**config.mk**
```make
export PLATFORM = sky130hd
export DESIGN_NAME = wcc_queue
export DESIGN_NICKNAME = d
export VERILOG_FILES = /design/src/hw/rtl/wcc_pkg.sv /design/src/hw/rtl/wcc_queue.sv
export SDC_FILE = /design/constraint.sdc
export NUM_CORES = 1
export LEC_CHECK = 0
export BUFFER_PORTS_ARGS = -buffer_cell sky130_fd_sc_hd__buf_2
export CAP_MARGIN = 20
export CELL_PAD_IN_SITES_DETAIL_PLACEMENT = 1
export CELL_PAD_IN_SITES_GLOBAL_PLACEMENT = 1
export CORE_ASPECT_RATIO = 0.5
export CORE_MARGIN = 1
export CORE_UTILIZATION = 40
export CTS_BUF_LIST = sky130_fd_sc_hd__clkbuf_4 sky130_fd_sc_hd__clkbuf_8
export DETAILED_ROUTE_END_ITERATION = 7
export GPL_ROUTABILITY_DRIVEN = 0
export PLACE_DENSITY = 0.71
export SETUP_SLACK_MARGIN = 0.5
export SYNTH_ARGS = -nofsm -noshare
export SYNTH_HDL_FRONTEND = slang
export SYNTH_SLANG_ARGS = --single-unit
```
**constraint.sdc**
```tcl
create_clock -name clk -period 6.4 [get_ports clk]
set_input_delay 1.28 -clock clk [delete_from_list [all_inputs] [get_ports clk]]
set_output_delay 1.28 -clock clk [all_outputs]
set_load 0.01 [all_outputs]
```
**src/hw/rtl/wcc_pkg.sv**
```systemverilog
package wcc_pkg;

	localparam int MAX_WORDS   = 256;
	localparam int MAX_CELLS   = 64;
	localparam int COUNT_BITS  = 16;
	localparam int STORE_DEPTH = MAX_WORDS * MAX_CELLS;
	localparam int ADDR_BITS   = $clog2(STORE_DEPTH);
	localparam int STEP_BITS   = $clog2(MAX_CELLS + 1);
	localparam int WORDS_BITS  = 9;
	localparam int VALUE_BITS  = 24;

	typedef enum logic [1:0] {
		OP_CLEAR = 2'd0,
		OP_ADD   = 2'd1,
		OP_READ  = 2'd2,
		OP_TOTAL = 2'd3
	} op_e;

	typedef enum logic [1:0] {
		ST_OK       = 2'd0,
		ST_OVERFLOW = 2'd1,
		ST_RANGE    = 2'd2,
		ST_INVALID  = 2'd3
	} status_e;

	typedef enum logic [1:0] {
		CFG_HEIGHT = 2'd0,
		CFG_WIDTH  = 2'd1,
		CFG_VOCAB  = 2'd2,
		CFG_LIMIT  = 2'd3
	} cfg_idx_e;

	typedef enum logic [2:0] {
		S_INIT,
		S_IDLE,
		S_ADD,
		S_READ,
		S_TOTAL,
		S_CLEAR
	} state_e;

	typedef struct packed {
		op_e        opcode;
		logic [7:0] word_index;
		logic [5:0] cell_flat;
		logic [2:0] cell_row;
		logic [2:0] cell_col;
	} item_t;

	typedef struct packed {
		status_e                 status;
		logic [VALUE_BITS-1:0]   result_value;
	} result_t;

	typedef struct packed {
		logic [3:0]  map_height;
		logic [3:0]  map_width;
		logic [8:0]  vocab_size;
		logic [15:0] count_limit;
	} cfg_t;

	typedef struct packed {
		op_e                   op;
		logic                  range_err;
		logic [ADDR_BITS-1:0]  addr;
		logic [STEP_BITS-1:0]  step;
		logic [WORDS_BITS-1:0] words;
	} cmd_t;

	typedef struct packed {
		logic init_busy;
		logic deq;
	} back_stat_t;

endpackage

```
**src/hw/rtl/wcc_queue.sv**
```systemverilog
module wcc_queue (
	input  logic           clk,
	input  logic           arst_n,
	input  logic           wr,
	input  wcc_pkg::cmd_t  wr_cmd,
	output logic           q_full,
	input  logic           rd,
	output logic           hd_valid,
	output wcc_pkg::cmd_t  hd
);
	import wcc_pkg::*;

	cmd_t       ent_q [2];
	logic       wp_q;
	logic       rp_q;
	logic [1:0] cnt_q;

	assign q_full   = cnt_q == 2'd2;
	assign hd_valid = cnt_q != 2'd0;
	assign hd       = ent_q[rp_q];

	always_ff @(posedge clk or negedge arst_n) begin
		if (!arst_n) begin
			wp_q  <= 1'b0;
			rp_q  <= 1'b0;
			cnt_q <= 2'd0;
		end else begin
			if (wr)
				wp_q <= !wp_q;
			if (rd)
				rp_q <= !rp_q;
			case ({wr, rd})
				2'b10:   cnt_q <= cnt_q + 2'd1;
				2'b01:   cnt_q <= cnt_q - 2'd1;
				default: cnt_q <= cnt_q;
			endcase
		end
	end

	always_ff @(posedge clk) begin
		if (wr)
			ent_q[wp_q] <= wr_cmd;
	end

endmodule

```
==> results of run 1 <==
==> power breakdown <==
part | total [mW] | switching (mW) | internal [mW]
registers | 0.699 | 0.0878 | 0.611
logic | 0.395 | 0.161 | 0.234
clock network | 0.376 | 0.160 | 0.216
total | 1.47 | 0.409 | 1.06
==> layout make-up <==
cell class | instances | area, sq um | share of cell area, %
flip-flops and latches | 70 | 2080 | 62.4
multi-input cells | 44 | 572 | 17.1
repair buffers | 71 | 355 | 10.6
clock buffers | 9 | 124 | 3.71
well taps | 88 | 110 | 3.30
clock inverters | 7 | 88.8 | 2.66
inverters | 1 | 3.75 | 0.112
==> registers in the layout (all words and copies together) (netlist names) <==
register / cells
cnt_q: 2
ent_q: 66
wp_q: 1
rp_q: 1
==> kinds of logic after synthesis <==
family | count (synthesis)
adder cells (fa/ha/maj) | 1
flip-flops | 70
XOR/XNOR | 5
multiplexers | 33
AND/OR/NAND/NOR | 5
buffers and inverters | 5
==> metrics by stage <==
| stage | instance area (sq um) | cells |
|---|---|---|
| floorplan | 2720 | 119 |
| global placement | 3120 | 274 |
| detailed placement | 3120 | 274 |
| CTS | 3340 | 290 |
| global route | 3340 | 290 |
| finish | 3340 | 290 |
==> Yosys cell counts <==
library cell   n
edfxtp_1      66
mux2_4        29
dfrtp_1        4
mux2_2         4
buf_12         3
xor2_1         3
nor2_1         2
xnor2_1        2
and2_1         1
buf_6          1
ha_1           1
inv_1          1
nor2b_1        1
or2_2          1
==> layer usage <==
layer | global-route usage [%] | wire length, um
met4 | 7.05 | 72
met5 | 0 | 0
met1 | 14.4 | 1790
met2 | 24.5 | 2360
met3 | 6.49 | 245
==> path summary, 6_finish.rpt <==
kind / start / end / slack [ns]
max: rp_q / hd[27] / 3.12
min: cnt_q[1] / cnt_q[1] / 0.49
max reg2reg: wp_q / ent_q[0][1] / 4.81
min reg2reg: cnt_q[1] / cnt_q[1] / 0.49
max in group asynchronous: arst_n / rp_q / 5.54
min in group asynchronous: arst_n / cnt_q[1] / 0.73
==> out/qor.txt, run 1 <==
most frequent cells in the layout: 71 x buf_2, 66 x edfxtp_1, 29 x mux2_4
Ant. Diodes: 0
Ys Warns: 0
Chip Height: 60.3 um
worst path required time: 5.12 ns
Net Count, Synth: 157
minimum hold slack: 0.490 ns
Syn Area/Cell: 22.9 sq um
DRT Wirelength: 4.47 mm
vias in the first global route: 1,403
cts bufs inserted: 9
Syn Inst Count: 119
CP Capture Type: primary output
layout cell share with drive strength beyond 1: 60.9%
DR iter-0 viols: 17
Detailed Place HPWL: 2.85 mm
grt total ovfl: 0
fin nets: 235
Compound-Gate Fraction of Synth Area: 0%
Buf/Inv on CP: 1
P per Cell Area: 441 mW/mm^2
HP Class: register to register
Worst VDD drop: 204 uV
final setup fails: 0
dpl ws: 3.47 ns
synth top area cells: edfxtp_1 73%, mux2_4 16%, dfrtp_1 3.7%
top-level I/O count: 72
register area share after synthesis: 76.5%
Setup crit start kind: register
max-cap violations: 0
routed len/inst: 15.4 um
GR Util All Layers: 13.8%
fin crit share: 51.2%
CTS resizes: 0
Yosys cell types: 14
initial core utilization: 43.1%
post-synthesis mux area share: 17.7%
vias per cell: 4.47
Layout Utilization: 52.9%
TNS Setup: 0 ns
initial antenna violation count: 0
die span in x: 119 um
Setup CP Type: register to primary output
XOR/XNOR Fraction of Synth Area: 1.61%
adder-cell share of the synthesized area: 0.460%
clock-pin slew on the worst setup and hold paths: 0.07 ns
cells on worst reg2reg path: 1
CTS H-tree depth: 3
total power: 1.47 mW
CP max stage cell: dfrtp_2
peak fanout along the critical path: 34
# DRC: 0
Max Fclk: 305 MHz
Max transition margin: 28.7%
cell family with most CP delay: flip-flops
clock root cell: clkbuf_8
filler cell count: 606
RSZ-0062 raised after global routing: false
CTS max path bufs: 2
Mapped Area: 0.00272 sq mm
Cell Rows: 20
minimum clock period: 3.28 ns
largest area contributor in the netlist: edfxtp_1
worst setup margin: 3.12 ns
max incr delay on CP: 1.07 ns
top-area cell type share of the netlist area: 72.9%
max-slew violation total from the final report: 0
first-pass GRT wire length: 6.99 mm
Port Buf Inserts: 71
Crit path depth: 2
Worst Skew: 0.00674 ns
critical path data arrival time: 2.00 ns
Final Hold Viols: 0
P&R area growth vs syn: 22.7%
outcome: complete, no violations
number of synthesized register bits: 70
Simple-Gate Fraction of Synth Area: 0.966%
critical-path cell list: mux2_2, buf_2
largest family of logic cells by synthesized area: multiplexers
Vias: 1,296
CTS tree: done
clk sinks: 70
hold path depth: 1
1st-pass router iterations: 3
largest net degree at the start of global routing: 35
Pleak: 1.34 nW
Hold Buf Count CTS: 0
core area: 0.00631 sq mm
Worst-Margin Slew: 1.07 ns
final antenna-violating net count: 0
post-CTS setup buffer count: 0
commonest non-fill, non-tap cell in the layout: buf_2
Clk Latency, worst-skew pair: 0.35 ns
Die ar.: 0.00715 sq mm
Power figures use the tool's default switching activity.
==> inputs of run 2 (changes only) <==
--- a/config.mk
+++ b/config.mk
@@ -15,7 +15,7 @@
 export CTS_BUF_LIST = sky130_fd_sc_hd__clkbuf_4 sky130_fd_sc_hd__clkbuf_8
 export DETAILED_ROUTE_END_ITERATION = 7
 export GPL_ROUTABILITY_DRIVEN = 0
-export PLACE_DENSITY = 0.71
+export PLACE_DENSITY = 0.74
 export SETUP_SLACK_MARGIN = 0.5
 export SYNTH_ARGS = -nofsm -noshare
 export SYNTH_HDL_FRONTEND = slang
==> constraint.sdc (replaced) <==
create_clock -name clk -period 2.8 [get_ports clk]
set_input_delay 0.56 -clock clk [delete_from_list [all_inputs] [get_ports clk]]
set_output_delay 0.56 -clock clk [all_outputs]
set_load 0.01 [all_outputs]
==> run 2 against run 1 <==
Against the previous run:
- via count grew 1.6%
- die area stayed put
- setup slack got worse by 2.4 ns
- largest cell class unchanged
- total power up 150%
- first-iteration DRC count grew to 3.0 times the previous value
- utilization grew 2.3 points
- clock skew up 0.0036 ns
- clock power grew to 2.8 times the previous value
- sequential share of layout area shrank 2.5 points
- sequential power is 110% higher
==> out/qor.txt, run 2 (synthesized netlist as in run 1, its figures left out) <==
peak fanout along the critical path: 16 (-53%)
HP Class: primary input to register
CTS H-tree depth: 3 (unchanged)
Placed Instances: 276 (+0.73%)
vias in the first global route: 1,413 (+0.71%)
Buf/Inv on CP: 2 (+1)
CP max stage cell: dfrtp_4
Vias: 1,317 (+1.6%)
GR peak layer: met2
initial core utilization: 43.1% (unchanged)
clock-pin slew on the worst setup and hold paths: 0.07 ns (about the same)
filler cell count: 620 (+2.3%)
Die ar.: 0.00715 sq mm (unchanged)
max-cap violations: 0 (unchanged)
DR iter-0 viols: 51 (+34)
CTS max path bufs: 2 (unchanged)
routed len/inst: 14.7 um (-4.8%)
cells on worst reg2reg path: 1 (unchanged)
TNS Setup: 0 ns (unchanged)
worst setup margin: 0.731 ns (-2.39 ns)
first-pass GRT wire length: 6.73 mm (-3.6%)
vias per cell: 4.42 (-1.1%)
top-level I/O count: 72 (unchanged)
commonest non-fill, non-tap cell in the layout: buf_2
Ant. Diodes: 0 (unchanged)
die span in x: 119 um (unchanged)
Largest regs: ent_q x66, cnt_q x2
dpl ws: 0.776 ns (-2.70 ns)
RSZ-0062 raised after global routing: false
max incr delay on CP: 0.55 ns (-0.52 ns)
largest net degree at the start of global routing: 34 (-2.9%)
final setup fails: 0 (unchanged)
layout cell share with drive strength beyond 1: 62.4% (+1.5 points)
fin crit share: 73.9%
worst path required time: 2.24 ns (-2.88 ns)
Port Buf Inserts: 71 (unchanged)
clk sinks: 70 (unchanged)
P per Cell Area: 1050 mW/mm^2 (+140%)
Reg with most FFs: ent_q
Setup CP Type: register to primary output
# DRC: 0 (unchanged)
R2R Setup Slk: 1.28 ns (-3.53 ns)
minimum clock period: 2.07 ns
DRT Wirelength: 4.37 mm (-2.1%)
total power: 3.64 mW (+150%)
critical path data arrival time: 1.51 ns (-0.49 ns)
final antenna-violating net count: 0 (unchanged)
Max Fclk: 483 MHz
Chip Height: 60.3 um (unchanged)
P&R area growth vs syn: 27.9%
r2r endpoint: ent_q[1][4]
critical-path cell list: buf_12, mux2_4, buf_2
Critical path origin: rp_q
Cell Rows: 20 (unchanged)
most frequent cells in the layout: 71 x buf_2, 66 x edfxtp_1, 29 x mux2_4
GR Layer Usage met3: 6.01% (-0.48 points)
GR Util All Layers: 13.4% (-0.47 points)
Max transition margin: 47.0% (+18 points)
Layout Utilization: 55.2% (+2.3 points)
Worst Skew: 0.0103 ns (+0.00358 ns)
Detailed Place HPWL: 2.92 mm (+2.4%)
Final Non-Filler Cells: 298 (+2.8%)
Setup crit start kind: register
fin nets: 243 (+3.4%)
CP Capture Type: primary output
cell family with most CP delay: flip-flops
FF-to-FF Start: wp_q
GR Util met2: 24.0% (-0.50 points)
min-delay src: wr_cmd[23]
Clk Latency, worst-skew pair: 0.33 ns (-0.02 ns)
max reg flops: 66 (unchanged)
clock root cell: clkbuf_8
core area: 0.00631 sq mm (unchanged)
initial antenna violation count: 0 (unchanged)
CTS tree: done
Crit path depth: 3 (+1)
grt total ovfl: 0 (unchanged)
Critical Path End: hd[18]
Pleak: 1.42 nW (+5.8%)
Worst VDD drop: 439 uV (+120%)
1st-pass router iterations: 4 (+1)
GR Layer Usage met1: 13.9% (-0.48 points)
max-slew violation total from the final report: 0 (unchanged)
Final Hold Viols: 0 (unchanged)
outcome: complete, no violations
Worst-Margin Slew: 0.795 ns (-0.274 ns)
cts bufs inserted: 9 (unchanged)
[run 2: cell types whose count changed in the layout (fill, tap and decap cells not counted), sizes merged]
| cell | change |
|---|---|
| dlygate4sd3 | +1 |
| buf | +7 |
| clkbuf | +1 |
| clkinv | -1 |
| bufinv | +2 |
| clkinvlp | -2 |
[run 2: final cells by class]
class / count / area, sq um / share of cell area, %
Sequential cell: 70 / 2090 / 59.9
Multi-Input combinational cell: 44 / 572 / 16.4
Timing Repair Buffer: 79 / 443 / 12.7
Clock inverter: 6 / 134 / 3.85
Clock buffer: 10 / 131 / 3.78
Tap cell: 88 / 110 / 3.16
Inverter: 1 / 3.75 / 0.108
[run 2: repair_timing]
| action | in CTS | in global routing |
|---|---|---|
| buffers inserted | 0 | 5 |
| hold buffers | 1 | 0 |
| resized for setup | 1 | 0 |
| hold endpoints to repair | 4 | 0 |
| endpoints found under the setup margin | 16 | 14 |
[run 2: worst min-delay path by stage]
stage / slack [ns] / endpoint / cells past startpoint
after floorplan: 0.26 / cnt_q[0] / 0
after global placement: 0.37 / wp_q / 1
after detailed placement: 0.37 / wp_q / 1
after CTS: 0.39 / ent_q[1][23] / 1
after global routing: 0.39 / ent_q[1][27] / 1
final: 0.42 / ent_q[1][23] / 1
[run 2: routing by layer]
metal | wire (um) | vias to the layer above
li1 | - | 630
met1 | 1800 | 646
met2 | 2340 | 37
met3 | 205 | 4
met4 | 24 | 0
met5 | 0 | -
[run 2: power breakdown]
group	leakage (nW)	internal, mW	switching, mW	total, mW
registers	0.665	1.40	0.0943	1.50
clock network	0.134	0.692	0.349	1.04
logic	0.624	0.611	0.490	1.10
[run 2: stage by stage]
stage               instance area [sq um]  hold slack, ns
floorplan                            2720           0.264
global placement                     3150           0.371
detailed placement                   3150           0.372
CTS                                  3430           0.390
global route                         3480           0.385
finish                               3480           0.415
==> inputs of run 3 (changes only) <==
--- a/config.mk
+++ b/config.mk
@@ -15,7 +15,7 @@
 export CTS_BUF_LIST = sky130_fd_sc_hd__clkbuf_4 sky130_fd_sc_hd__clkbuf_8
 export DETAILED_ROUTE_END_ITERATION = 7
 export GPL_ROUTABILITY_DRIVEN = 0
-export PLACE_DENSITY = 0.74
+export PLACE_DENSITY = 0.71
 export SETUP_SLACK_MARGIN = 0.5
 export SYNTH_ARGS = -nofsm -noshare
 export SYNTH_HDL_FRONTEND = slang
==> constraint.sdc (replaced) <==
create_clock -name clk -period 2.09 [get_ports clk]
set_input_delay 0.418 -clock clk [delete_from_list [all_inputs] [get_ports clk]]
set_output_delay 0.418 -clock clk [all_outputs]
set_load 0.01 [all_outputs]
==> run 3 against run 2 <==
Against the previous run:
- sequential share of layout area decreased by 3.9 points
- final area up 6.8%
- sequential power grew 31%
- largest power group is now combinational logic
- highest routed layer unchanged
==> out/qor.txt, run 3 (synthesized netlist as in run 1, its figures left out) <==
worst path required time: 1.67 ns (-0.57 ns)
sequential power share: 38.7% (-2.4 points)
Pleak: 1.51 nW (+6.4%)
vias in the first global route: 1,516 (+7.3%)
Cell Rows: 20 (unchanged)
max incr delay on CP: 0.42 ns (-0.13 ns)
Setup crit start kind: register
TNS Setup: 0 ns (unchanged)
Port Buf Inserts: 71 (unchanged)
Max Fclk: 520 MHz
commonest non-fill, non-tap cell in the layout: edfxtp_1
Placed Instances: 277 (+0.36%)
Internal: 3.65 mW (+35%)
die span in x: 119 um (unchanged)
P&R area growth vs syn: 36.6%
max reg flops: 66 (unchanged)
core area: 0.00631 sq mm (unchanged)
Largest regs: ent_q x66, cnt_q x2
clock-pin slew on the worst setup and hold paths: 0.07 ns (about the same)
critical-path cell list: buf_12, buf_16, mux2_4, buf_6
Max transition margin: 84.2% (+37 points)
Setup CP Type: register to primary output
Clk Latency, worst-skew pair: 0.34 ns (about the same)
critical path data arrival time: 1.50 ns (about the same)
Final Non-Filler Cells: 300 (+0.67%)
max-cap violations: 0 (unchanged)
hold path depth: 1 (unchanged)
initial core utilization: 43.1% (unchanged)
FF-to-FF Start: wp_q
cts bufs inserted: 9 (unchanged)
min-delay src: wr_cmd[28]
DRT Wirelength: 5.29 mm (+21%)
Worst VDD drop: 450 uV (+2.5%)
RSZ-0062 raised after global routing: true
final setup fails: 0 (unchanged)
CP max stage cell: dfrtp_2
fin nets: 247 (+1.6%)
CTS H-tree depth: 3 (unchanged)
P per Cell Area: 1370 mW/mm^2 (+31%)
fin crit share: 92.0%
1st-pass router iterations: 4 (unchanged)
peak fanout along the critical path: 8 (-8)
top-level I/O count: 72 (unchanged)
largest net degree at the start of global routing: 29 (-15%)
CTS tree: done
minimum clock period: 1.92 ns
Comb power frac: 44.4% (+14 points)
total power: 5.09 mW (+40%)
vias per cell: 4.62 (+4.5%)
Die ar.: 0.00715 sq mm (unchanged)
Sw Share: 28.3% (+2.6 points)
HP Class: primary input to register
R2R Setup Slk: 0.83 ns (-0.45 ns)
Worst-Margin Slew: 0.236 ns (-0.559 ns)
Ant. Diodes: 0 (unchanged)
cells on worst reg2reg path: 2 (+1)
Chip Height: 60.3 um (unchanged)
final antenna-violating net count: 0 (unchanged)
GR Util All Layers: 15.8% (+2.5 points)
Net Sw Power: 1.44 mW (+54%)
share of total power in the clock network: 16.9% (-12 points)
clock root cell: clkbuf_8
routed len/inst: 17.6 um (+20%)
DR iter-0 viols: 65 (+27%)
grt total ovfl: 0 (unchanged)
# DRC: 0 (unchanged)
CTS max path bufs: 2 (unchanged)
WHS Endpoint: ent_q[1][28]
initial antenna violation count: 0 (unchanged)
layout cell share with drive strength beyond 1: 61.8% (-0.59 points)
Worst Skew: 0.00615 ns (-0.00417 ns)
outcome: complete, no violations
Vias: 1,386 (+5.2%)
CP Capture Type: primary output
Final Hold Viols: 0 (unchanged)
clk sinks: 70 (unchanged)
most frequent cells in the layout: 66 x edfxtp_1, 37 x buf_2, 35 x buf_6
Reg with most FFs: ent_q
max-slew violation total from the final report: 0 (unchanged)
r2r endpoint: ent_q[1][29]
first-pass GRT wire length: 7.87 mm (+17%)
run 3: final cells by class:
cell class / instances / area, sq um
Fill cell: 579 / 2590
Sequential cell: 70 / 2080
Timing Repair Buffer: 83 / 774
Multi-Input combinational cell: 44 / 597
Clock buffer: 10 / 131
Tap cell: 88 / 110
Clock inverter: 4 / 16.3
Inverter: 1 / 3.75
run 3: timing repair:
item                                    CTS  global route
hold buffers                              1             0
hold endpoints to repair                  4             0
gates resized for setup                  36             9
gates cloned                              3             0
setup buffers                             4             1
endpoints found under the setup margin   34            35
run 3: through the flow:
step           util, %  hold slack, ns  cell area (sq um)  setup WS [ns]
6_report          58.9           0.267               3720          0.167
5_1_grt           58.9           0.246               3720          0.124
4_1_cts           58.3           0.245               3670          0.168
3_5_place_dp      50.5           0.226               3180          0.457
3_3_place_gp      50.5           0.228               3180          0.492
2_1_floorplan        -           0.122               2730          0.717
run 3: worst max-delay path by stage:
stage	cells past startpoint	to	startpoint	slack, ns
after floorplan	2	ent_q[0][0]	wr	0.72
after global placement	3	hd[29]	rp_q	0.49
after detailed placement	3	hd[30]	rp_q	0.46
after CTS	4	hd[28]	rp_q	0.17
after global routing	4	hd[24]	rp_q	0.12
final	4	hd[5]	rp_q	0.17
run 3: power by group through the flow:
| stage | combinational [mW] | sequential (mW) | clock, mW |
|---|---|---|---|
| floorplan | 1.11 | 1.97 | 0 |
| global placement | 1.45 | 1.99 | 0 |
| detailed placement | 1.48 | 2.02 | 0 |
| CTS | 2.19 | 1.96 | 0.891 |
| global route | 2.38 | 2.00 | 0.939 |
| finish | 2.26 | 1.97 | 0.859 |
run 3: routing by layer:
layer / GRT usage [%] / up-vias / part of all wire, %
met2: 29.3 / 33 / 55
met1: 17.2 / 711 / 40
met3: 6.77 / 4 / 4.3
met5: 0 / - / 0
li1: - / 638 / -
met4: 4.34 / 0 / 0.66
run 3: critical path, delay by kind of cell (launching register included):
family | cells | cell delay, ns
buffers and inverters | 3 | 0.43
flip-flops | 1 | 0.42
multiplexers | 1 | 0.31
