### config.mk
export PLATFORM = sky130hd
export DESIGN_NAME = wcc_front
export DESIGN_NICKNAME = d
export VERILOG_FILES = /design/src/hw/rtl/wcc_pkg.sv /design/src/hw/rtl/wcc_front.sv
export SDC_FILE = /design/constraint.sdc
export NUM_CORES = 1
export LEC_CHECK = 0
export BUFFER_PORTS_ARGS = -buffer_cell sky130_fd_sc_hd__buf_2
export CAP_MARGIN = 15
export CORE_MARGIN = 1.5
export CORE_UTILIZATION = 36
export DETAILED_ROUTE_END_ITERATION = 8
export PLACE_DENSITY = 0.56
export SYNTH_ARGS = -nofsm -noshare
export SYNTH_HDL_FRONTEND = slang
export SYNTH_SLANG_ARGS = --single-unit
### constraint.sdc
create_clock -name clk -period 11.28 [get_ports clk]
set_input_delay 2.256 -clock clk [delete_from_list [all_inputs] [get_ports clk]]
set_output_delay 2.256 -clock clk [all_outputs]
set_load 0.01 [all_outputs]
### src/hw/rtl/wcc_pkg.sv
package wcc_pkg;

	localparam int MAX_WORDS   = 256;
	localparam int MAX_CELLS   = 64;
	localparam int COUNT_BITS  = 16;
	localparam int STORE_DEPTH = MAX_WORDS * MAX_CELLS;
	localparam int ADDR_BITS   = $clog2(STORE_DEPTH);
	localparam int STEP_BITS   = $clog2(MAX_CELLS + 1);
	localparam int WORDS_BITS  = 9;
	localparam int VALUE_BITS  = 24;

	typedef enum logic [1:0] {
		OP_CLEAR = 2'd0,
		OP_ADD   = 2'd1,
		OP_READ  = 2'd2,
		OP_TOTAL = 2'd3
	} op_e;

	typedef enum logic [1:0] {
		ST_OK       = 2'd0,
		ST_OVERFLOW = 2'd1,
		ST_RANGE    = 2'd2,
		ST_INVALID  = 2'd3
	} status_e;

	typedef enum logic [1:0] {
		CFG_HEIGHT = 2'd0,
		CFG_WIDTH  = 2'd1,
		CFG_VOCAB  = 2'd2,
		CFG_LIMIT  = 2'd3
	} cfg_idx_e;

	typedef enum logic [2:0] {
		S_INIT,
		S_IDLE,
		S_ADD,
		S_READ,
		S_TOTAL,
		S_CLEAR
	} state_e;

	typedef struct packed {
		op_e        opcode;
		logic [7:0] word_index;
		logic [5:0] cell_flat;
		logic [2:0] cell_row;
		logic [2:0] cell_col;
	} item_t;

	typedef struct packed {
		status_e                 status;
		logic [VALUE_BITS-1:0]   result_value;
	} result_t;

	typedef struct packed {
		logic [3:0]  map_height;
		logic [3:0]  map_width;
		logic [8:0]  vocab_size;
		logic [15:0] count_limit;
	} cfg_t;

	typedef struct packed {
		op_e                   op;
		logic                  range_err;
		logic [ADDR_BITS-1:0]  addr;
		logic [STEP_BITS-1:0]  step;
		logic [WORDS_BITS-1:0] words;
	} cmd_t;

	typedef struct packed {
		logic init_busy;
		logic deq;
	} back_stat_t;

endpackage

### src/hw/rtl/wcc_front.sv
module wcc_front (
	input  logic            clk,
	input  logic            arst_n,
	input  wcc_pkg::item_t  item,
	input  logic            push,
	output logic            full,
	input  logic            q_full,
	input  logic            init_busy,
	output logic            q_push,
	output wcc_pkg::cmd_t   cmd,
	input  logic            cfg_valid,
	output logic            cfg_ready,
	input  logic [1:0]      cfg_index,
	input  logic [15:0]     cfg_data,
	output wcc_pkg::cfg_t   cfg
);
	import wcc_pkg::*;

	cfg_t                  cfg_q;
	logic [7:0]            cell_count;
	logic                  map_ok;
	logic [WORDS_BITS-1:0] words;
	logic                  word_ok;
	logic                  cell_ok;
	logic                  row_ok;
	logic                  col_ok;
	logic [ADDR_BITS-1:0]  flat_addr;
	logic [5:0]            total_cell;

	assign cfg_ready = 1'b1;
	assign cfg       = cfg_q;

	always_ff @(posedge clk or negedge arst_n) begin
		if (!arst_n) begin
			cfg_q.map_height  <= 4'd8;
			cfg_q.map_width   <= 4'd8;
			cfg_q.vocab_size  <= 9'd256;
			cfg_q.count_limit <= 16'hffff;
		end else if (cfg_valid) begin
			case (cfg_idx_e'(cfg_index))
				CFG_HEIGHT: cfg_q.map_height  <= cfg_data[3:0];
				CFG_WIDTH:  cfg_q.map_width   <= cfg_data[3:0];
				CFG_VOCAB:  cfg_q.vocab_size  <= cfg_data[8:0];
				CFG_LIMIT:  cfg_q.count_limit <= cfg_data;
				default:    cfg_q.count_limit <= cfg_q.count_limit;
			endcase
		end
	end

	// classify against the current map shape and vocabulary
	assign cell_count = 8'(cfg_q.map_height) * 8'(cfg_q.map_width);
	assign map_ok     = cell_count <= 8'(MAX_CELLS);
	assign words      = (cfg_q.vocab_size > WORDS_BITS'(MAX_WORDS)) ?
	                    WORDS_BITS'(MAX_WORDS) : cfg_q.vocab_size;
	assign word_ok    = {1'b0, item.word_index} < words;
	assign cell_ok    = {2'b00, item.cell_flat} < cell_count;
	assign row_ok     = {1'b0, item.cell_row} < cfg_q.map_height;
	assign col_ok     = {1'b0, item.cell_col} < cfg_q.map_width;
	assign flat_addr  = ADDR_BITS'(cell_count) * ADDR_BITS'(item.word_index) +
	                    ADDR_BITS'(item.cell_flat);
	assign total_cell = 6'(6'(item.cell_row) * 6'(cfg_q.map_width)) + 6'(item.cell_col);

	always_comb begin
		cmd.op    = item.opcode;
		cmd.step  = cell_count[STEP_BITS-1:0];
		cmd.words = words;
		if (item.opcode == OP_TOTAL) begin
			cmd.range_err = !map_ok || !row_ok || !col_ok;
			cmd.addr      = ADDR_BITS'(total_cell);
		end else begin
			cmd.range_err = !map_ok || !cell_ok || !word_ok;
			cmd.addr      = flat_addr;
		end
	end

	assign full   = q_full || init_busy;
	assign q_push = push && !full;

endmodule

==> flow_metrics.env, run 1 <==
export IMPL_outcome="finished, final reports clean"
export IMPL_grt_use_total=0.1701
export IMPL_cpMaxStageDelayCell="xnor2_1"
export IMPL_arrival_ns=7.44
export IMPL_cts_max_path_buffers=2
export IMPL_io_pins=115
export IMPL_path_clk_slew_ns=0.05
export IMPL_critPathLaunchType="flip-flop"
export IMPL_clock_sinks=33
export IMPL_core_area_sq_um=13240
export IMPL_r2r_cells=1
export IMPL_relSlewSlack=0.3998
export IMPL_synthCells=530
export IMPL_cts_root_buf="clkbuf_16"
export IMPL_numCtsBuffers=5
export IMPL_multi_input_area_sq_um=3585
export IMPL_row_count=42
export IMPL_grt_pass1_wl_mm=19.63
export IMPL_clk_latency_ns=0.27
export IMPL_max_freq_mhz=103.1
export IMPL_min_path_type="flip-flop to flip-flop"
export IMPL_fin_util=0.4347
export IMPL_nNetsFinal=798
export IMPL_drive_gt1_frac=0.2787
export IMPL_worst_slew_pin_slew_ns=0.9003
export IMPL_worstSetupPathType="flip-flop to output port"
export IMPL_reg2reg_to="cfg[25]$_DFFE_PN0P_"
export IMPL_dp_hpwl_mm=9.663
export IMPL_post_cts_resized=0
export IMPL_die_h_um=119.4
export IMPL_wl_mm=11.80
export IMPL_min_to="cfg[21]$_DFFE_PN0P_"
export IMPL_seq_area_sq_um=849.6
export IMPL_firstDrtPassIters=4
export IMPL_critPathMaxFanout=10
export IMPL_drc=0
export IMPL_hold_viol=0
export IMPL_largest_reg_flops=33
export IMPL_maxCapViolations=0
export IMPL_skew_ns=0
export IMPL_hp_start="cfg[21]$_DFFE_PN0P_"
export IMPL_setup_worst_path_end_class="output port"
export IMPL_cp_slowest_stage_delay_ns=0.64
export IMPL_worst_path_most_repeated_cell="fa_1"
export IMPL_ys_types=49
export IMPL_start_util=0.3683
export IMPL_period_minus_slack_ns=9.698
export IMPL_syn_avg_cell_area_sq_um=9.202
export IMPL_yosysSeqAreaShare=0.1742
export IMPL_dieArea_sq_um=14260
export IMPL_n_fill_cell=1360
export IMPL_synth_area_sq_um=4877
export IMPL_cts_tree="yes"
export IMPL_required_ns=9.02
export IMPL_grt_pass1_vias=3952
export IMPL_syn_to_final_growth_pct=18.03
export IMPL_place_congestion=0.8038
export IMPL_synth_edf_count=0
export IMPL_maxSlewViolCount=0
export IMPL_viasPerCell=4.815
export IMPL_synth_fp_nets=694
export IMPL_grt_max_degree=34
export IMPL_cts_hold_buffers_added=0
export IMPL_htreeDepth=2
export IMPL_setup_tns_ns=0
export IMPL_synth_seq_cells=33
export IMPL_synthFlopType="dfstp_2"
export IMPL_yosysWarnings=0
export IMPL_cp_cell_sequence="nand2_1 > fa_1 > inv_1 > fa_1 > inv_1 > fa_1 > nand2b_1 > o2bb2ai_1 > xnor2_1 > and2_1 > fa_1 > fa_1 > fa_1 > inv_1 > fa_1 > inv_1 > ha_1 > or3_1 > a211oi_1 > o31ai_1 > xnor2_1 > nor2_1 > buf_2"
export IMPL_rr_startpoint="cfg[25]$_DFFE_PN0P_"
export IMPL_post_cts_setup_buffer_count=0
export IMPL_whs_path_depth=1
export IMPL_finalCritPeriodShare=0.8598
export IMPL_vias=3905
export IMPL_antenna_found_initial=0
export IMPL_setup_viol=0
export IMPL_async_flop_share=1.000
export IMPL_r2r_slack_ns=10.23
export IMPL_overflow=0
export IMPL_routedWlPerCell_um=14.55
export IMPL_rsz0062_at_grt="no"
export IMPL_ant_nets=0
export IMPL_dieWidth_um=119.4
export IMPL_drt_iter0_drc=146
export IMPL_diodes=0
export IMPL_io_buffers=113
how the worst max path moves through the flow:
stage	startpoint	endpoint	slack, ns	depth (start not counted)
global placement	cfg[28]$_DFFE_PN1P_	cmd[29]	2.08	25
global route	cfg[29]$_DFFE_PN0P_	cmd[28]	1.02	23
finish	cfg[28]$_DFFE_PN1P_	cmd[28]	1.58	23
detailed placement	cfg[28]$_DFFE_PN1P_	cmd[29]	1.91	25
floorplan	cfg[29]$_DFFE_PN0P_	cmd[29]	2.27	25
CTS	cfg[28]$_DFFE_PN1P_	cmd[29]	1.59	25
cell families (layout without fill, tap and decap cells):
logic type / count (synthesis) / after routing / share of synthesized area
AND/OR/NAND/NOR: 158 / 158 / 0.1706
XOR/XNOR: 20 / 20 / 0.03592
buffers and inverters: 113 / 218 / 0.09081
other: 1 / 1 / 0.0007689
multiplexers: 33 / 33 / 0.07568
AO/OA/AOI/OAI: 54 / 54 / 0.07389
flip-flops: 33 / 33 / 0.1742
adder cells (fa/ha/maj): 118 / 118 / 0.3781
synthesized netlist by cell type (all sizes together), types with 2 or more instances:
master | count | area [sq um]
nand3b | 3 | 22.52
inv | 97 | 364.1
ha | 69 | 863.3
mux2i | 2 | 20.02
nor2 | 16 | 60.06
dfstp | 19 | 499.2
and3 | 6 | 37.54
buf | 4 | 33.78
clkbuf | 12 | 45.04
fa | 49 | 980.9
o21ai | 10 | 50.04
or3 | 3 | 18.77
a21oi | 15 | 75.07
a21o | 10 | 77.58
o21a | 2 | 15.01
nand2 | 53 | 198.9
nand3 | 6 | 30.03
a211oi | 3 | 22.52
nand2b | 14 | 87.58
dfrtp | 14 | 350.3
xor2 | 2 | 17.52
and2 | 44 | 276.5
nor2b | 9 | 71.32
mux2 | 31 | 349.1
xnor2 | 18 | 157.7
per-layer routing:
metal,global-route usage,vias up,routed length (um)
li1,-,1901,-
met1,0.2373,1896,5544
met2,0.2887,104,5565
met3,0.02778,4,632
met4,0.01637,0,61
met5,0,-,0
critical path: cells and delay by family, from the launching register on:
kind / cells / cell delay (ns)
buffers and inverters: 5 / 0.35
xor gates and xnor gates: 2 / 0.78
AOI/OAI and AO/OA: 3 / 0.72
adders and majority gates: 8 / 3.73
DFF: 1 / 0.62
and+or+nand+nor: 5 / 0.96
cells in the final DEF, fill, tap and decap left out, drive strengths merged, types with 14 or more instances in the layout:
cell	instances
and2	44
ha	69
dfstp	19
dfrtp	14
nor2	16
a21oi	15
buf	113
nand2	53
xnor2	18
nand2b	14
inv	97
mux2	31
fa	49
layout make-up:
type                       count  area share
clock buffer                   7     0.02478
sequential                    33      0.1476
clock inverter                 1    0.005216
timing repair buffer         113     0.09824
tap                          176     0.03825
multi-input combinational    384      0.6227
inverter                      97     0.06325
per-stage QoR:
step                      setup slack, ns  hold WS, ns  instances  instance area, sq um
after global placement              2.083       0.5137        803                  5584
after floorplan                     2.266       0.5716        530                  4877
after global routing                1.023       0.5754        811                  5757
final                               1.582       0.5469        811                  5757
after CTS                           1.592       0.5477        811                  5757
after detailed placement            1.910       0.5290        803                  5584
Power of run 1 is not shown: default switching activity piles up to over one toggle a cycle in this logic, so the estimate is an artifact.
==> run 2: changes to the inputs <==
--- a/config.mk
+++ b/config.mk
@@ -5,6 +5,7 @@
 export SDC_FILE = /design/constraint.sdc
 export NUM_CORES = 1
 export LEC_CHECK = 0
+export ABC_AREA = 1
 export BUFFER_PORTS_ARGS = -buffer_cell sky130_fd_sc_hd__buf_2
 export CAP_MARGIN = 15
 export CORE_MARGIN = 1.5
==> run 2 against run 1 <==
  * Non-clock buffer count did not move
  * Die area rose by 2.4%
  * Register-to-register slack improved by 0.20 ns
  * Synthesized cell count rose by 27%
  * Largest cell class unchanged
==> flow_metrics.env, run 2 <==
export IMPL_outcome="finished, final reports clean"
export IMPL_cpMaxStageDelayCell="dfstp_2"
export IMPL_nNetsFinal=942
export IMPL_max_freq_mhz=108.5
export IMPL_cts_root_buf="clkbuf_16"
export IMPL_die_h_um=120.8
export IMPL_synth_seq_cells=33
export IMPL_synthCells=673
export IMPL_hold_viol=0
export IMPL_p_sw_frac=0.5240
export IMPL_routedWlPerCell_um=12.92
export IMPL_antenna_found_initial=1
export IMPL_layout_commonest_cell="inv_1"
export IMPL_synthFlopType="dfstp_2"
export IMPL_core_area_sq_um=13400
export IMPL_vias=4365
export IMPL_grt_pass1_wl_mm=20.89
export IMPL_grt_pass1_vias=4644
export IMPL_async_flop_share=1.000
export IMPL_layout_common_cells="inv_1, nand2_1, buf_2"
export IMPL_synth_edf_count=0
export IMPL_synth_area_sq_um=4999
export IMPL_place_congestion=0.8613
export IMPL_io_pins=115
export IMPL_period_minus_slack_ns=9.213
export IMPL_maxCapViolations=0
export IMPL_setup_viol=0
export IMPL_ant_nets=0
export IMPL_yosys_area_top_type="fa_1"
export IMPL_wl_mm=12.35
export IMPL_required_ns=9.02
export IMPL_start_util=0.3730
export IMPL_row_count=42
export IMPL_synth_top_area_share=0.1962
export IMPL_p_total_mw=1.239
export IMPL_min_path_type="flip-flop to flip-flop"
export IMPL_relSlewSlack=0.5215
export IMPL_setup_tns_ns=0
export IMPL_syn_to_final_growth_pct=16.97
export IMPL_firstDrtPassIters=4
export IMPL_grt_use_total=0.1779
export IMPL_post_cts_setup_buffer_count=0
export IMPL_synth_area_leaders="fa_1, ha_1, inv_1"
export IMPL_clk_latency_ns=0.28
export IMPL_grt_max_degree=34
export IMPL_drt_iter0_drc=150
export IMPL_clock_sinks=33
export IMPL_io_buffers=113
export IMPL_yosysWarnings=0
export IMPL_yosysSeqAreaShare=0.1700
export IMPL_dieArea_sq_um=14600
export IMPL_arrival_ns=6.96
export IMPL_power_density_nw_per_um2=211.9
export IMPL_switchingPower_mw=0.6491
export IMPL_numCtsBuffers=5
export IMPL_critPathLaunchType="flip-flop"
export IMPL_maxSlewViolCount=0
export IMPL_power_frac_comb=0.757
export IMPL_syn_avg_cell_area_sq_um=7.427
export IMPL_cp_slowest_stage_delay_ns=0.62
export IMPL_drc=0
export IMPL_rsz0062_at_grt="no"
export IMPL_pwr_share_clk=0.106
export IMPL_worst_slew_pin_slew_ns=0.7178
export IMPL_largest_reg_flops=33
export IMPL_htreeDepth=2
export IMPL_cts_hold_buffers_added=0
export IMPL_synth_common_cells="inv_1, nand2_1, ha_1"
export IMPL_drive_gt1_frac=0.2003
export IMPL_p_int_mw=0.5897
export IMPL_finalCritPeriodShare=0.8168
export IMPL_dp_hpwl_mm=10.62
export IMPL_viasPerCell=4.566
export IMPL_cts_max_path_buffers=2
export IMPL_setup_worst_path_end_class="output port"
export IMPL_critPathMaxFanout=10
export IMPL_finalHoldWorstSlack_ns=0.4872
export IMPL_synth_fp_nets=837
export IMPL_ys_types=38
export IMPL_path_clk_slew_ns=0.05
export IMPL_p_leak_nw=3.523
export IMPL_yosysMostFrequentCell="inv_1"
export IMPL_worstSetupPathType="flip-flop to output port"
export IMPL_cts_tree="yes"
export IMPL_irDropWorstVdd_mv=0.1105
export IMPL_dieWidth_um=120.8
export IMPL_overflow=0
export IMPL_skew_ns=0
export IMPL_seqPwrFrac=0.136
export IMPL_post_cts_resized=0
[run 2: worst max-delay path: cells and delay by family (launching register included)]
family	cells	cell delay, ns
adder cells (fa/ha/maj)	8	3.87
AO/OA/AOI/OAI	2	0.37
buffers and inverters	8	0.63
AND/OR/NAND/NOR	10	1.16
flip-flops	1	0.62
[run 2: cell type report]
type                    instances  area [sq um]
multi-input cells             450          3410
inverters                     175         656.9
diodes                          1         2.502
clock inverters                 3         17.52
repair buffers                113         565.5
flip-flops and latches         33         849.6
fillers                      1420          7553
clock buffers                   5         125.1
well taps                     176         220.2
[run 2: routing by layer]
metal  global-route usage  up-vias  part of all wire
met1               0.2182     2000              0.45
met5                    0        -                 0
met3              0.02925       15             0.052
met4              0.05515        0             0.017
li1                     -     2233                 -
met2               0.3182      117              0.48
[run 2: path summary, 6_finish.rpt]
| kind | startpoint | end | slack (ns) | cells after the start |
|---|---|---|---|---|
| min reg2reg | cfg[0]$_DFFE_PN1P_ | cfg[0]$_DFFE_PN1P_ | 0.49 | 2 |
| min in group asynchronous | arst_n | cfg[30]$_DFFE_PN0P_ | 2.03 | 1 |
| min | cfg[0]$_DFFE_PN1P_ | cfg[0]$_DFFE_PN1P_ | 0.49 | 2 |
| max reg2reg | cfg[24]$_DFFE_PN1P_ | cfg[24]$_DFFE_PN1P_ | 10.43 | 2 |
| max in group asynchronous | arst_n | cfg[20]$_DFFE_PN0P_ | 8.79 | 1 |
| max | cfg[28]$_DFFE_PN1P_ | cmd[29] | 2.07 | 28 |
[run 2: kinds of logic (layout without fill, tap and decap cells)]
kind of cell / Yosys count / in the layout / synth area share
buffers and inverters: 190 / 296 / 0.1479
xor gates and xnor gates: 13 / 13 / 0.02428
and+or+nand+nor: 242 / 242 / 0.1965
other: 1 / 2 / 0.0007502
muxes: 8 / 8 / 0.01777
DFF: 33 / 33 / 0.1700
adders and majority gates: 118 / 118 / 0.3690
AOI/OAI and AO/OA: 68 / 68 / 0.07384
[run 2: through the flow]
stage                     setup slack, ns    util  area [sq um]  cells
after global placement              2.487  0.4255          5702    947
after CTS                           2.052  0.4361          5844    955
final                               2.067  0.4363          5847    956
after floorplan                     2.672       -          4999    673
after detailed placement            2.353  0.4255          5702    947
after global routing                1.619  0.4363          5847    956
[run 2: power by group through the flow]
stage / sequential [mW] / clock, mW / combinational [mW]
detailed placement: 0.170 / 0 / 0.944
floorplan: 0.172 / 0 / 0.673
CTS: 0.169 / 0.135 / 0.952
finish: 0.169 / 0.132 / 0.938
global placement: 0.169 / 0 / 0.937
global route: 0.172 / 0.141 / 1.08
Power figures use the tool's default switching activity.
==> run 3: changes to the inputs <==
==> constraint.sdc (replaced) <==
create_clock -name clk -period 8.52 [get_ports clk]
set_input_delay 1.704 -clock clk [delete_from_list [all_inputs] [get_ports clk]]
set_output_delay 1.704 -clock clk [all_outputs]
set_load 0.01 [all_outputs]
==> run 3 against run 2 <==
  * Combinational power increased by 44%
  * First-iteration DRC count increased by 8.0%
  * Wire length increased by 2.2%
  * Sequential share of layout area decreased by 0.20 points
  * Critical path depth decreased by 1
  * Via count increased by 1.3%
  * Critical endpoint is now cmd[28]
==> flow_metrics.env, run 3 (synthesis gave the netlist of run 2 again) <==
export IMPL_ant_nets=0
export IMPL_power_density_nw_per_um2=292.3
export IMPL_r2r_cells=3
export IMPL_layout_commonest_cell="inv_1"
export IMPL_setup_viol=0
export IMPL_worst_slew_pin_slew_ns=0.7130
export IMPL_stdcell_count=961
export IMPL_firstDrtPassIters=5
export IMPL_place_congestion=0.9233
export IMPL_maxSlewViolCount=0
export IMPL_cts_tree="yes"
export IMPL_critPathMaxFanout=6
export IMPL_outcome="finished, final reports clean"
export IMPL_dieArea_sq_um=14600
export IMPL_grt_busiest_layer="met2"
export IMPL_setup_worst_path_end_class="output port"
export IMPL_diodes=0
export IMPL_critical_path_depth=27
export IMPL_placedCellCount=951
export IMPL_grt_max_degree=34
export IMPL_nNetsFinal=948
export IMPL_grt_use_total=0.1803
export IMPL_period_minus_slack_ns=8.196
export IMPL_finalCritPeriodShare=0.9620
export IMPL_met1_usage=0.2197
export IMPL_layout_setup_ws_ns=0.3236
export IMPL_grt_use_met2=0.3267
export IMPL_start_util=0.3730
export IMPL_dieWidth_um=120.8
export IMPL_htreeDepth=2
export IMPL_worst_path_most_repeated_cell="fa_1"
export IMPL_n_fill_cell=1416
export IMPL_crit_family="adder cells"
export IMPL_drc=0
export IMPL_hold_viol=0
export IMPL_clock_sinks=33
export IMPL_skew_ns=0
export IMPL_required_ns=6.82
export IMPL_wl_mm=12.61
export IMPL_whs_path_depth=2
export IMPL_irDropWorstVdd_mv=0.2040
export IMPL_min_path_type="flip-flop to flip-flop"
export IMPL_relSlewSlack=0.5247
export IMPL_dp_slack_ns=0.3953
export IMPL_io_buffers=113
export IMPL_drive_gt1_frac=0.2255
export IMPL_maxCapViolations=0
export IMPL_layout_common_cells="inv_1, nand2_1, buf_2"
export IMPL_drt_iter0_drc=162
export IMPL_io_pins=115
export IMPL_vias=4422
export IMPL_worstSetupPathType="flip-flop to output port"
export IMPL_max_freq_mhz=122.0
export IMPL_met3_usage=0.02736
export IMPL_path_clk_slew_ns=0.05
export IMPL_arrival_ns=6.49
export IMPL_cts_root_buf="clkbuf_16"
export IMPL_cpMaxStageDelayCell="fa_1"
export IMPL_grt_pass1_vias=4610
export IMPL_clk_latency_ns=0.27
export IMPL_largest_reg_flops=33
export IMPL_p_total_mw=1.738
export IMPL_p_leak_nw=3.547
export IMPL_grt_pass1_wl_mm=21.12
export IMPL_antenna_found_initial=0
export IMPL_die_h_um=120.8
export IMPL_overflow=0
export IMPL_row_count=42
export IMPL_core_area_sq_um=13400
export IMPL_dp_hpwl_mm=10.75
export IMPL_crit_buf_inv=7
export IMPL_viasPerCell=4.601
export IMPL_routedWlPerCell_um=13.13
export IMPL_cp_slowest_stage_delay_ns=0.55
export IMPL_syn_to_final_growth_pct=18.97
export IMPL_fin_util=0.4438
export IMPL_numCtsBuffers=5
export IMPL_critPathLaunchType="flip-flop"
export IMPL_cts_max_path_buffers=2
run 3: cell types whose count changed in the layout (fill, tap and decap cells not counted), sizes merged:
cell,before,now
clkinvlp,1,0
clkbuf,5,7
buf,113,119
diode,1,0
clkinv,3,2
run 3: report_power, final:
group	leakage, nW	switching [mW]	internal [mW]
registers	0.371	0.0263	0.195
clock network	0.0679	0.0625	0.108
logic	3.11	0.811	0.536
total	3.55	0.899	0.839
run 3: worst paths after layout:
path,to,start,slack [ns]
worst max-delay path,cmd[28],cfg[28]$_DFFE_PN1P_,0.32
worst min-delay path,cfg[3]$_DFFE_PN1P_,cfg[3]$_DFFE_PN1P_,0.49
worst max register to register,cfg[28]$_DFFE_PN1P_,cfg[28]$_DFFE_PN1P_,7.62
worst min register to register,cfg[3]$_DFFE_PN1P_,cfg[3]$_DFFE_PN1P_,0.49
max in group asynchronous,cfg[26]$_DFFE_PN0P_,arst_n,6.53
min in group asynchronous,cfg[19]$_DFFE_PN0P_,arst_n,1.48
run 3: worst min-delay path, delay by kind of cell (launching register included):
family	cells	cell delay (ns)
compound gates	1	0.07
flops	1	0.36
simple gates	1	0.05
run 3: layout make-up:
class                           instances  area (sq um)  share of cell area
Timing Repair Buffer                  119         610.6              0.1027
Clock buffer                            7         132.6             0.02230
Inverter                              175         656.9              0.1105
Sequential cell                        33         852.1              0.1433
Multi-Input combinational cell        450          3470              0.5834
Clock inverter                          1         5.005           0.0008416
Tap cell                              176         220.2             0.03703
run 3: timing repair:
item                       in CTS  in global routing
resized for setup               0                 19
setup buffers                   0                  2
hold buffers                    0                  0
setup endpoints to repair       0                  6
run 3: stage by stage:
stage	hold slack [ns]	area, sq um	TNS, ns
after global routing	0.5161	5947	-0.03584
after floorplan	0.4949	4999	0
after CTS	0.4917	5869	0
after global placement	0.4772	5732	0
final	0.4888	5947	0
after detailed placement	0.4838	5732	0
run 3: layer usage:
| layer | up-vias | part of all wire | wire (um) |
|---|---|---|---|
| li1 | 2240 | - | - |
| met1 | 2046 | 0.44 | 5560 |
| met2 | 116 | 0.49 | 6213 |
| met3 | 20 | 0.048 | 604 |
| met4 | 0 | 0.019 | 236 |
| met5 | - | 0 | 0 |
